$ cat src/rtl/core/sacl_pkg.sv
// Shared types, constants and helper functions for the set-associative
// cache tag store with LRU ages. No dependencies.
package sacl_pkg;

	localparam int MAX_WAYS     = 8;
	localparam int MAX_SETS     = 1024;
	localparam int ADDR_W       = 32;

	localparam int IN_ADDR_W    = 32;
	localparam int SET_W        = $clog2(MAX_SETS);
	localparam int MAX_IDX_BITS = $clog2(MAX_SETS + 1) - 1;
	localparam int WAY_W        = (MAX_WAYS > 1) ? $clog2(MAX_WAYS) : 1;
	localparam int TAG_W        = ADDR_W;
	localparam int AGE_W        = 3;
	localparam int CNT_W        = 32;

	localparam int OFS_W        = 5;
	localparam int IDXB_W       = 4;
	localparam int WAYS_W       = 4;
	localparam int CFG_DATA_W   = 5;
	localparam int CFG_IDX_W    = 2;

	localparam logic [CFG_IDX_W-1:0] CFG_OFFSET = 2'd0;
	localparam logic [CFG_IDX_W-1:0] CFG_INDEX  = 2'd1;
	localparam logic [CFG_IDX_W-1:0] CFG_WAYS   = 2'd2;

	localparam logic [OFS_W-1:0]  OFS_RESET  = 5'd4;
	localparam logic [IDXB_W-1:0] IDXB_RESET = 4'd10;
	localparam logic [WAYS_W-1:0] WAYS_RESET = 4'd1;

	localparam logic [AGE_W-1:0] AGE_MAX   = '1;
	localparam logic [CNT_W-1:0] COUNT_MAX = '1;

	typedef enum logic [1:0] {
		ST_CLEAR,
		ST_IDLE,
		ST_UPDATE
	} state_t;

	typedef struct packed {
		logic [MAX_WAYS-1:0]             valid;
		logic [MAX_WAYS-1:0][AGE_W-1:0]  age;
		logic [MAX_WAYS-1:0][TAG_W-1:0]  tag;
	} row_t;

	localparam int ROW_W = $bits(row_t);

	typedef struct packed {
		logic clear;
		logic load;
		logic commit;
	} cmd_t;

	typedef struct packed {
		logic clear_last;
	} sts_t;

	function automatic logic [CNT_W-1:0] count_up(input logic [CNT_W-1:0] v);
		return (v == COUNT_MAX) ? v : v + CNT_W'(1);
	endfunction

	function automatic logic [AGE_W-1:0] age_up(input logic [AGE_W-1:0] a);
		return (a == AGE_MAX) ? a : a + AGE_W'(1);
	endfunction

endpackage

$ cat src/rtl/core/sacl_ctrl.sv
// Controller state machine: clearing pass, input acceptance, commit and
// output valid. Depends on sacl_pkg.
module sacl_ctrl (
	input  logic          clk,
	input  logic          arst_n,
	input  logic          in_valid,
	output logic          in_ready,
	output logic          out_valid,
	input  logic          out_ready,
	input  sacl_pkg::sts_t sts,
	output sacl_pkg::cmd_t cmd
);
	import sacl_pkg::*;

	state_t state_q;
	state_t state_n;
	logic   out_valid_q;

	always_comb begin
		state_n = state_q;
		unique case (state_q)
			ST_CLEAR: begin
				if (sts.clear_last) begin
					state_n = ST_IDLE;
				end
			end
			ST_IDLE: begin
				if (in_valid) begin
					state_n = ST_UPDATE;
				end
			end
			ST_UPDATE: begin
				if (!out_valid_q || out_ready) begin
					state_n = ST_IDLE;
				end
			end
			default: state_n = ST_CLEAR;
		endcase
	end

	always_comb begin
		in_ready   = 1'b0;
		cmd        = '0;
		unique case (state_q)
			ST_CLEAR: begin
				cmd.clear = 1'b1;
			end
			ST_IDLE: begin
				in_ready = 1'b1;
				cmd.load = in_valid;
			end
			ST_UPDATE: begin
				cmd.commit = !out_valid_q || out_ready;
			end
			default: cmd = '0;
		endcase
	end

	always_ff @(posedge clk or negedge arst_n) begin
		if (!arst_n) begin
			state_q     <= ST_CLEAR;
			out_valid_q <= 1'b0;
		end else begin
			state_q <= state_n;
			if (cmd.commit) begin
				out_valid_q <= 1'b1;
			end else if (out_ready) begin
				out_valid_q <= 1'b0;
			end
		end
	end

	assign out_valid = out_valid_q;

	a_cmd_excl: assert property (@(posedge clk) disable iff (!arst_n)
		$onehot0({cmd.clear, cmd.load, cmd.commit}))
		else $error("controller issued overlapping commands");

	a_rise_after_commit: assert property (@(posedge clk) disable iff (!arst_n)
		$rose(out_valid) |-> $past(cmd.commit))
		else $error("result shown without a commit");

	a_ready_after_commit: assert property (@(posedge clk) disable iff (!arst_n)
		cmd.commit |=> in_ready)
		else $error("input not reopened after commit");

	a_no_accept_in_clear: assert property (@(posedge clk) disable iff (!arst_n)
		cmd.clear |-> !in_ready && !cmd.commit)
		else $error("input taken during clearing pass");

endmodule

$ cat config.mk
export PLATFORM = sky130hd
export DESIGN_NAME = sacl_ctrl
export DESIGN_NICKNAME = d
export VERILOG_FILES = /design/src/rtl/core/sacl_pkg.sv /design/src/rtl/core/sacl_ctrl.sv
export SDC_FILE = /design/constraint.sdc
export NUM_CORES = 1
export LEC_CHECK = 0
export ABC_AREA = 1
export BUFFER_PORTS_ARGS = -buffer_cell sky130_fd_sc_hd__buf_4
export CORE_AREA = 10 10 47 49
export DETAILED_ROUTE_END_ITERATION = 10
export DIE_AREA = 0 0 57 59
export PLACE_DENSITY = 0.34
export SLEW_MARGIN = 25
export SYNTH_ARGS = -nofsm -noshare
export SYNTH_HDL_FRONTEND = slang
export SYNTH_SLANG_ARGS = --single-unit
$ cat constraint.sdc
create_clock -name clk -period 1.1 [get_ports clk]
set_input_delay 0.22 -clock clk [delete_from_list [all_inputs] [get_ports clk]]
set_output_delay 0.22 -clock clk [all_outputs]
set_load 0.02 [all_outputs]
* Yosys cells after proc, flatten, opt, wreduce, memory -nomap -nowiden
Cells that the tools add are included.
** Cells by class
- Muxes and demuxes :: 10
- Reduce and logical (&&, ||, !) cells :: 5
- Eq/ne operators :: 5
** Operators by type and width (number)
- 1-bit 2-to-1 mux :: 6
- 2-bit 2-to-1 mux :: 3
- 2-bit != test, second input constant :: 3
- 2-bit one-hot mux with 3 select lines :: 1
- 3-bit AND reduction :: 1
- 2-bit by 1-bit == test with 1-bit output, second input constant :: 1
- 2-bit == test, second input constant :: 1
- 2-bit logical NOT :: 1
- 2-bit nonzero test :: 1
- 1-bit logical NOT :: 1
- 1-bit logical OR :: 1
** Word-level totals
- Output and inout bits :: 5
- Logic and storage cells :: 22
- Register bits :: 3

* Depth between registers and ports, before layout
- Depth in word-level cells :: 4
- Gate-level depth with buffers :: 5
- Mapped depth without buffers :: 5

* Worst setup path after synthesis
OpenSTA, ideal clock, no wires.
- Kind :: reg-to-output
- From :: register out_valid_q, in the netlist out_valid
- To :: output cmd[0] (netlist name)
- Arrival :: 863 ps
- Required time :: 880 ps
- Stages on the path, launching flop included :: 4
- Setup slack :: 17 ps
- Cells stage by stage :: dfrtp_1 inv_1 nor2_1 nor2_1
** RTL lines
- start, declared :: RTL line sacl_ctrl.sv:17 : logic out_valid_q;
- start signal, assigned :: RTL line sacl_ctrl.sv:62 : out_valid_q <= 1'b0;
- start signal, assigned :: RTL line sacl_ctrl.sv:66 : out_valid_q <= 1'b1;
- start signal, assigned :: RTL line sacl_ctrl.sv:68 : out_valid_q <= 1'b0;
- end, declared :: RTL line sacl_ctrl.sv:11 : output sacl_pkg::cmd_t cmd

==> impl_metrics.json <==
{
  "die_h_um": 59,
  "final_common_cell": "buf_4",
  "port_buffers": 9,
  "drv_cap": 0,
  "arrival_ps": 1040,
  "worst_pin_slew_ps": 159.6,
  "power_switching_mw": 0.3286,
  "holdWs_ps": 210.7,
  "syn_nets": 28,
  "rr_endpoint": "state_q[0]",
  "slew_violations": 0,
  "cts_tree": "built",
  "num-fill-cells": 169,
  "root_buffer": "clkbuf_4",
  "fin_cells": 53,
  "yosysSeqAreaShare": 0.4878,
  "holdPathEnd": "out_valid",
  "seqPwrFrac": 0.240,
  "powerDensity_nw_per_um2": 2838,
  "syn_avg_cell_area_um2": 6.691,
  "pwr-share-comb": 0.524,
  "start_util": 0.1098,
  "nets": 43,
  "ir_drop_uv": 423.4,
  "outcome": "complete, but fails checks",
  "regToRegSetupSlack_ps": 240,
  "r2r-start": "state_q[0]",
  "antenna_left": 0,
  "clk_path_buf_depth": 2,
  "rsz0062_at_grt": "true",
  "cts_buffers": 3,
  "p_clk_frac": 0.236,
  "yosysUniqueCellTypes": 6,
  "hold_start": "out_ready",
  "cts-htree-levels": 1,
  "dp_hpwl_um": 373.9,
  "min_path_cells": 2,
  "grt_pass1_vias": 179,
  "die-area_um2": 3363,
  "ios": 10,
  "setup_slack_ps": -155.6,
  "cts.clk_slew.worst_paths_ps": 40,
  "grt-ovfl-total": 0,
  "reg2reg_depth": 4,
  "hold_violations": 0,
  "cts.sinks": 3,
  "vias": 175,
  "period_minus_slack_ps": 1256,
  "critPathKind": "reg -> out",
  "cp.required_ps": 880,
  "synthCells": 23,
  "internal-power_mw": 0.4703,
  "yosys_warnings": 0,
  "clock_latency_ps": 230,
  "p_total_mw": 0.7989,
  "end_kind": "output pin",
  "coreArea_um2": 1401,
  "antennaDiodeCount": 0,
  "fmax_mhz": 796.5,
  "netlist_area_um2": 153.9,
  "gr-usage-all-layers": 0.02805,
  "route.met2.wl_um": 277,
  "drive_gt1_frac": 0.3514,
  "routed_via_density": 3.302,
  "drt_iter0_drc": 3,
  "ys_ff_latch": 3,
  "finalClockSkew_ps": 0.2146,
  "mostFrequentLayoutCells": "8 x buf_4, 6 x inv_1, 5 x nor2_1, 5 x nand2_1",
  "critPathMaxFanout": 4,
  "fin_setup_tns_ps": -368.2,
  "grt_start_max_net_pins": 5,
  "regArea_um2": 75.07,
  "row_count": 14,
  "drcViolationCount": 0,
  "violations": "setup timing",
  "routed.top_layer": "met3",
  "gp_congestion": 0.6579,
  "slew-limit-headroom": 0.8925,
  "p_leak_nw": 0.1584,
  "startpoint_type": "flip-flop",
  "dr.pass1.iters": 3,
  "dpl.cell_count": 48,
  "die-width_um": 57,
  "grt_pass1_wl_um": 683,
  "switching_share": 0.4114,
  "antenna_found_initial": 0,
  "place_ws_ps": 62.01,
  "min_period_over_period": 1.141,
  "synthToLayoutAreaGrowth_pct": 82.93,
  "wl_per_cell_um": 7.943,
  "wl_met3_um": 20,
  "setup_violations": 4,
  "drt-met1-wl_um": 123,
  "holdCritPathClass": "in -> reg",
  "wl_um": 421,
  "multiInputGateArea_um2": 52.55
}
-- registers in the layout, summed over array words and instances (netlist names) --
| register | flops |
|---|---|
| out_valid | 1 |
| state_q | 2 |
-- final cells by class --
cell class	count	area share
clock buffer	4	0.09333
inverter	7	0.09333
timing repair buffer	10	0.2889
tap	16	0.07111
sequential	3	0.2667
multi-input combinational	13	0.1867
-- metal layers --
layer  vias up  global-route usage
met1        80             0.01775
li1         93                   -
met5         -                   0
met4         0             0.03020
met3         0             0.01931
met2         2             0.04961
-- cells in the mapped netlist --
cell,n,share of area
nand3_1,1,0.032
o21ai_0,2,0.065
nor2_1,5,0.12
nand2_1,5,0.12
dfrtp_1,3,0.49
inv_1,7,0.17
-- how the worst max path moves through the flow --
stage / from / end / slack (ps)
final: state_q[0] / cmd[0] / -160
after global routing: state_q[0] / cmd[0] / -230
after CTS: state_q[0] / cmd[0] / -180
after detailed placement: state_q[0] / cmd[0] / 60
after global placement: state_q[0] / cmd[0] / 60
after floorplan: out_valid / cmd[0] / 20
-- power by group through the flow --
| stage | logic, mW | registers [mW] | clock network (mW) |
|---|---|---|---|
| CTS | 0.433 | 0.192 | 0.199 |
| detailed placement | 0.407 | 0.193 | 0 |
| floorplan | 0.212 | 0.211 | 0 |
| global route | 0.468 | 0.196 | 0.215 |
| global placement | 0.408 | 0.194 | 0 |
| finish | 0.419 | 0.192 | 0.188 |
-- critical path, cell delays in order (launching register included) --
cell	delay, ps
dfrtp_1	390
nor2_1	130
inv_1	60
nor2_1	80
buf_4	140
-- metrics by stage --
step	utilization	instance area [um2]
after CTS	0.2009	281.5
final	0.2009	281.5
after floorplan	-	153.9
after detailed placement	0.1723	241.5
after global placement	0.1723	241.5
after global routing	0.2009	281.5
-- logic make-up (layout without fill, tap and decap cells) --
kind of cell	after synthesis	after routing	synth area share
simple gates	11	11	0.2764
flops	3	3	0.4878
compound gates	2	2	0.06504
buf+inv	7	21	0.1708
-- timing repair --
action / in CTS / in global routing
cloned: 0 / 0
hold endpoints to repair: 3 / 0
endpoints found under the setup margin: 4 / 4
hold buffers: 1 / 0
buffers inserted: 0 / 0
pin swaps: 1 / 0
resized for setup: 2 / 0
Power figures use the tool's default switching activity.
